File: src/sv/ffdv_pkg.sv
`default_nettype none

package ffdv_pkg;

  localparam int DefQueueDepth = 16;
  localparam int DataW         = 32;
  localparam int CmdW          = 2;
  localparam int StatW         = 2;
  localparam int OccW          = 5;

  localparam logic [CmdW-1:0] CmdEnqueue = 2'd0;
  localparam logic [CmdW-1:0] CmdDequeue = 2'd1;
  localparam logic [CmdW-1:0] CmdDelete  = 2'd2;

  localparam logic [StatW-1:0] StatDone     = 2'd0;
  localparam logic [StatW-1:0] StatFull     = 2'd1;
  localparam logic [StatW-1:0] StatEmpty    = 2'd2;
  localparam logic [StatW-1:0] StatNotFound = 2'd3;

  // Broadcast to every cell of the chain in the execute cycle.
  typedef struct packed {
    logic             enq;
    logic             deq;
    logic             del;
    logic [DataW-1:0] key;
  } cell_ctrl_t;

endpackage

`default_nettype wire

File: src/sv/ffdv_cell.sv
`default_nettype none

module ffdv_cell
  import ffdv_pkg::*;
(
  input  wire              clk_i,
  input  wire cell_ctrl_t  ctrl_i,
  input  wire              occupied_i,
  input  wire              tail_i,
  input  wire              found_i,
  input  wire [DataW-1:0]  nbr_value_i,
  output logic [DataW-1:0] value_o,
  output logic             found_o
);

  logic [DataW-1:0] value_q, value_d;
  logic             match;
  logic             shift;

  assign match   = ctrl_i.del & occupied_i & (value_q == ctrl_i.key);
  assign found_o = found_i | match;

  // On dequeue, or at/behind a deleted entry, a cell copies its right neighbor.
  assign shift = ctrl_i.deq | (ctrl_i.del & found_o);

  always_comb begin
    value_d = value_q;
    if (shift) begin
      value_d = nbr_value_i;
    end else if (ctrl_i.enq && tail_i) begin
      value_d = ctrl_i.key;
    end
  end

  always_ff @(posedge clk_i) begin
    value_q <= value_d;
  end

  assign value_o = value_q;

endmodule

`default_nettype wire

File: src/sv/fifo_with_delete_by_value.sv
`default_nettype none

// Channel  Direction  Handshake                Payload
// in       input      in_valid_i / in_stall_o  command_i, data_value_i
// out      output     out_valid_o / out_stall_i status_o, result_value_o, occupancy_o
//
// For each command the transaction is registered, then the cell
// chain compares, shifts or loads in the execute cycle and the result register loads.
// A new command is accepted in the cycle after the execute cycle; the input is
// stalled while a command waits in execute.
// Reset clears the entry count and the control state; cell contents are not reset.
// A stalled result holds the execute cycle of the next command until it is taken.

module fifo_with_delete_by_value
  import ffdv_pkg::*;
#(
  parameter int QueueDepth = DefQueueDepth
) (
  input  wire                     clk_i,
  input  wire                     rst_ni,
  input  wire                     in_valid_i,
  output logic                    in_stall_o,
  input  wire  [CmdW-1:0]         command_i,
  input  wire signed [DataW-1:0]  data_value_i,
  output logic                    out_valid_o,
  input  wire                     out_stall_i,
  output logic [StatW-1:0]        status_o,
  output logic signed [DataW-1:0] result_value_o,
  output logic [OccW-1:0]         occupancy_o
);

  localparam int CountW = $clog2(QueueDepth + 1);
  localparam logic [CountW-1:0] CountMax = CountW'(QueueDepth);

  localparam logic StIdle = 1'b0;
  localparam logic StExec = 1'b1;

  logic              state_q, state_d;
  logic [CountW-1:0] count_q, count_d;
  logic [CmdW-1:0]   cmd_q;
  logic [DataW-1:0]  key_q;
  logic              out_valid_q;
  logic [StatW-1:0]  status_q, status_d;
  logic [DataW-1:0]  result_q, result_d;

  logic              in_accept;
  logic              exec_fire;
  logic              full;
  logic              empty;
  cell_ctrl_t        ctrl;

  logic [DataW-1:0]  value_w [QueueDepth];
  logic [QueueDepth:0] found_w;
  logic [QueueDepth-1:0] occupied_w;
  logic [QueueDepth-1:0] tail_w;
  logic [CountW+OccW-1:0] occ_wide;

  assign in_stall_o = (state_q == StExec);
  assign in_accept  = in_valid_i & ~in_stall_o;
  assign exec_fire  = (state_q == StExec) & (~out_valid_q | ~out_stall_i);

  assign full  = (count_q == CountMax);
  assign empty = (count_q == '0);

  assign ctrl.enq = exec_fire & (cmd_q == CmdEnqueue) & ~full;
  assign ctrl.deq = exec_fire & (cmd_q == CmdDequeue) & ~empty;
  assign ctrl.del = exec_fire & (cmd_q == CmdDelete);
  assign ctrl.key = key_q;

  assign found_w[0] = 1'b0;

  for (genvar i = 0; i < QueueDepth; i++) begin : g_cell
    logic [DataW-1:0] nbr_value;

    assign occupied_w[i] = (count_q > CountW'(i));
    assign tail_w[i]     = (count_q == CountW'(i));

    if (i == QueueDepth - 1) begin : g_last
      assign nbr_value = value_w[i];
    end else begin : g_mid
      assign nbr_value = value_w[i+1];
    end

    ffdv_cell u_cell (
      .clk_i       (clk_i),
      .ctrl_i      (ctrl),
      .occupied_i  (occupied_w[i]),
      .tail_i      (tail_w[i]),
      .found_i     (found_w[i]),
      .nbr_value_i (nbr_value),
      .value_o     (value_w[i]),
      .found_o     (found_w[i+1])
    );
  end

  always_comb begin
    count_d  = count_q;
    status_d = StatDone;
    result_d = '0;
    case (cmd_q)
      CmdEnqueue: begin
        if (full) begin
          status_d = StatFull;
        end else begin
          count_d = count_q + 1'b1;
        end
      end
      CmdDequeue: begin
        if (empty) begin
          status_d = StatEmpty;
        end else begin
          result_d = value_w[0];
          count_d  = count_q - 1'b1;
        end
      end
      CmdDelete: begin
        if (found_w[QueueDepth]) begin
          count_d = count_q - 1'b1;
        end else begin
          status_d = StatNotFound;
        end
      end
      default: begin
        status_d = StatDone;
      end
    endcase
  end

  always_comb begin
    state_d = state_q;
    case (state_q)
      StIdle: begin
        if (in_accept) begin
          state_d = StExec;
        end
      end
      StExec: begin
        if (exec_fire) begin
          state_d = StIdle;
        end
      end
      default: begin
        state_d = StIdle;
      end
    endcase
  end

  always_ff @(posedge clk_i or negedge rst_ni) begin
    if (!rst_ni) begin
      state_q     <= StIdle;
      count_q     <= '0;
      out_valid_q <= 1'b0;
    end else begin
      state_q <= state_d;
      if (exec_fire) begin
        count_q     <= count_d;
        out_valid_q <= 1'b1;
      end else if (!out_stall_i) begin
        out_valid_q <= 1'b0;
      end
    end
  end

  always_ff @(posedge clk_i) begin
    if (in_accept) begin
      cmd_q <= command_i;
      key_q <= $unsigned(data_value_i);
    end
    if (exec_fire) begin
      status_q <= status_d;
      result_q <= result_d;
    end
  end

  assign occ_wide       = {{OccW{1'b0}}, count_q};
  assign out_valid_o    = out_valid_q;
  assign status_o       = status_q;
  assign result_value_o = $signed(result_q);
  assign occupancy_o    = occ_wide[OccW-1:0];

  a_count_bound: assert property (@(posedge clk_i) disable iff (!rst_ni)
    count_q <= CountMax)
    else $error("entry count exceeds queue depth");

  a_accept_exec: assert property (@(posedge clk_i) disable iff (!rst_ni)
    in_accept |=> (state_q == StExec))
    else $error("accepted transaction did not enter execute");

  a_out_from_exec: assert property (@(posedge clk_i) disable iff (!rst_ni)
    $rose(out_valid_q) |-> $past(exec_fire))
    else $error("result appeared without an execute cycle");

  a_count_at_exec: assert property (@(posedge clk_i) disable iff (!rst_ni)
    !$stable(count_q) |-> $past(exec_fire))
    else $error("entry count changed outside an execute cycle");

  a_full_status: assert property (@(posedge clk_i) disable iff (!rst_ni)
    (out_valid_q && status_q == StatFull) |-> full)
    else $error("full status reported while queue not full");

endmodule

`default_nettype wire
File: config.mk
export PLATFORM = sky130hd
export DESIGN_NAME = fifo_with_delete_by_value
export DESIGN_NICKNAME = d
export VERILOG_FILES = /design/src/sv/ffdv_pkg.sv /design/src/sv/ffdv_cell.sv /design/src/sv/fifo_with_delete_by_value.sv
export SDC_FILE = /design/constraint.sdc
export NUM_CORES = 1
export LEC_CHECK = 0
export BUFFER_PORTS_ARGS = -buffer_cell sky130_fd_sc_hd__clkbuf_2
export CORE_MARGIN = 5
export CORE_UTILIZATION = 45
export CTS_BUF_LIST = sky130_fd_sc_hd__clkbuf_4 sky130_fd_sc_hd__clkbuf_8
export DETAILED_ROUTE_END_ITERATION = 8
export PLACE_DENSITY = 0.68
export SKIP_CTS_REPAIR_TIMING = 1
export SLEW_MARGIN = 20
export SYNTH_ARGS = -nofsm -noshare
export SYNTH_HDL_FRONTEND = slang
export SYNTH_SLANG_ARGS = --single-unit
File: constraint.sdc
create_clock -name clk_i -period 9.1 [get_ports clk_i]
set_clock_uncertainty 0.15 [all_clocks]
set_input_delay 0.455 -clock clk_i [delete_from_list [all_inputs] [get_ports clk_i]]
set_output_delay 0.455 -clock clk_i [all_outputs]
set_load 0.05 [all_outputs]
==> results.cfg <==
[timing]
slew_viol_final = 0
relSlewSlack = 0.262
fin_setup_tns_ns = 0
min_period_ns = 6.09
period_share = 0.669
grt_setup_unrepaired = false
worstMarginPinSlew_ns = 1.11
fmax_mhz = 164
finalSetupViolations = 0
hold_viol_final = 0

[cts]
cts_buffer_depth = 3
clk_latency_ns = 0.74
cts_buffers = 101
cts_sinks = 587
htree_levels = 3
root_buffer = clkbuf_8
clk_pin_slew_worst_paths_ns = 0.06
cts_tree = built

[status]
status = completed

[logic_synthesis]
synth_common_cells = edfxtp_1, mux2_2, xnor2_1
yosys-top-cells-area = edfxtp_1, mux2_2, xnor2_1
yosysTopAreaCell = edfxtp_1
yosysMostFrequentCell = edfxtp_1
syn_nets = 2173
synth-seq-cells = 587
synth_area_per_cell_um2 = 14.6
syn-instance-count = 2125
yosysSeqAreaShare = 0.566
synth_ff_type = edfxtp_1
ys_types = 62
synth_top_area_frac = 0.560
ys_warn_count = 0
synth_edf_count = 580
syn_area_um2 = 31100
async_flop_share = 0.0119

[floorplan]
core-area_um2 = 68600
start_util = 0.453
die_area_um2 = 74400
io_pins = 79
die_x_um = 273
rows = 96
dieHeight_um = 273

[setup_path]
rrSetupSlack_ns = 3.01
crit_required_ns = 9.28
worstPathArrival_ns = 6.27
reg2reg_to = g_cell[14].u_cell.value_o[8]
worstSetupPathType = register to register
crit_start = in_stall_o
end_kind = register
start_kind = register
r2r_cells = 13
rr_startpoint = in_stall_o
crit_fanout = 45

[global_routing]
globalRouteMet2Util = 0.416
grtUsageTotal = 0.243
antenna_found_initial = 5
grt_start_max_net_pins = 46
grt_busiest_layer = met2
grt_use_met1 = 0.311
overflow = 0
grt_pass1_wl_um = 133000
grt_pass1_vias = 18706
met3_usage = 0.0433

[min_path]
whs_path_depth = 2
min_path_type = input port to register
min_from = data_value_i[29]
hold_end = key_q[29]

[detailed_routing]
drt-vias-per-instance = 5.67
drtPass1Iterations = 5
detail-route-antenna-nets = 0
wl_per_cell_um = 28.3
vias = 18445
wl_um = 92200
drt_iter0_drc = 1714
drc_errors = 0

[run]
cap_violations = 0

[power]
p_leak_nw = 11.6
vdd_ir_drop_max_mv = 0.0896
p_per_area_nw_per_um2 = 206
total_power_mw = 7.10

[place]
dp_hpwl_um = 64100
port_buffers = 78
gp_congestion = 0.909

[layout]
nets = 2282
syn_to_final_growth_pct = 11.0
drive_gt1_frac = 0.349
[layout by cell type, fill, tap and decap left out, types with 5 or more instances in the layout]
cell / count
a21oi_1: 6
and2_1: 36
buf_4: 84
clkbuf_2: 78
clkbuf_4: 33
clkbuf_8: 101
clkinv_1: 34
clkinv_2: 13
dfrtp_1: 7
dlygate4sd3_1: 37
edfxtp_1: 580
ha_1: 10
inv_1: 7
mux2_1: 15
mux2_2: 437
mux2_4: 29
nand2_1: 27
nand3_1: 13
nand4_1: 90
nor2_1: 7
nor3_1: 9
nor4_1: 65
o21ai_2: 5
or4_1: 6
xnor2_1: 315
xor2_1: 201
[how the worst max path moves through the flow]
stage                                          to  slack, ns  cells after the start
finish               g_cell[14].u_cell.value_o[8]       3.01                     13
CTS                 g_cell[14].u_cell.value_o[11]       3.04                     10
detailed placement  g_cell[14].u_cell.value_o[11]       3.07                     10
global route        g_cell[14].u_cell.value_o[22]       2.80                     13
floorplan             g_cell[5].u_cell.value_o[0]       2.61                      6
global placement    g_cell[14].u_cell.value_o[15]       3.23                     10
[metrics by stage]
| step | hold slack [ns] | instance area (um2) | std cells | utilization | setup slack, ns |
|---|---|---|---|---|---|
| after floorplan | 0.00941 | 31100 | 2125 | - | 2.61 |
| after global placement | 0.164 | 32200 | 3025 | 0.469 | 3.23 |
| after detailed placement | 0.175 | 32200 | 3025 | 0.469 | 3.07 |
| after CTS | -0.602 | 34100 | 3213 | 0.497 | 3.04 |
| after global routing | 0.260 | 34500 | 3251 | 0.503 | 2.80 |
| final | 0.287 | 34500 | 3253 | 0.503 | 3.01 |
[state kept, by name, summed over array words and instances (netlist names)]
signal / cells
in_stall_o: 1
g_cell.u_cell.value_o: 512
result_value_o: 32
occupancy_o: 5
key_q: 32
out_valid_o: 1
status_o: 2
cmd_q: 2
[cell families (layout without fill, tap and decap cells)]
logic type | Yosys count | in the layout | synth area share
xor+xnor | 516 | 516 | 0.145
compound gates | 45 | 45 | 0.0116
buf+inv | 200 | 394 | 0.0384
flops | 587 | 587 | 0.566
mux | 484 | 484 | 0.179
simple gates | 283 | 283 | 0.0558
other cells | 0 | 3 | 0
fa+ha+maj | 10 | 10 | 0.00403
[worst max-delay path, cell delays in order, from the launching register on]
cell,delay (ns)
dfrtp_1,0.47
a21boi_4,0.21
buf_4,0.52
and2_1,0.58
nand4_1,0.21
nor4_1,0.27
a21o_2,0.82
nor4_4,0.08
buf_4,0.33
nand2_2,0.68
or2_1,0.20
buf_4,0.40
o21bai_2,0.22
buf_4,0.43
[metal layers]
layer  up-vias  wire length (um)
li1       8056                 -
met1      9413             36400
met2       781             45500
met3       191              6410
met4         4              3800
met5         -                34
[final cells by class]
| type | count | area, um2 |
|---|---|---|
| clock buffer | 134 | 1640 |
| timing repair buffer | 199 | 1390 |
| fill | 5820 | 34100 |
| multi-input combinational | 1338 | 12400 |
| sequential | 587 | 17600 |
| tap | 931 | 1160 |
| clock inverter | 54 | 287 |
| inverter | 7 | 26.3 |
| antenna | 3 | 7.51 |
[power by group]
group / switching (mW) / internal [mW] / total (mW)
Clock: 1.12 / 1.20 / 2.32
Combinational: 0.828 / 0.517 / 1.34
Sequential: 0.205 / 3.23 / 3.43
Total: 2.15 / 4.95 / 7.10
Note: power is estimated with default switching activity, not from simulation.
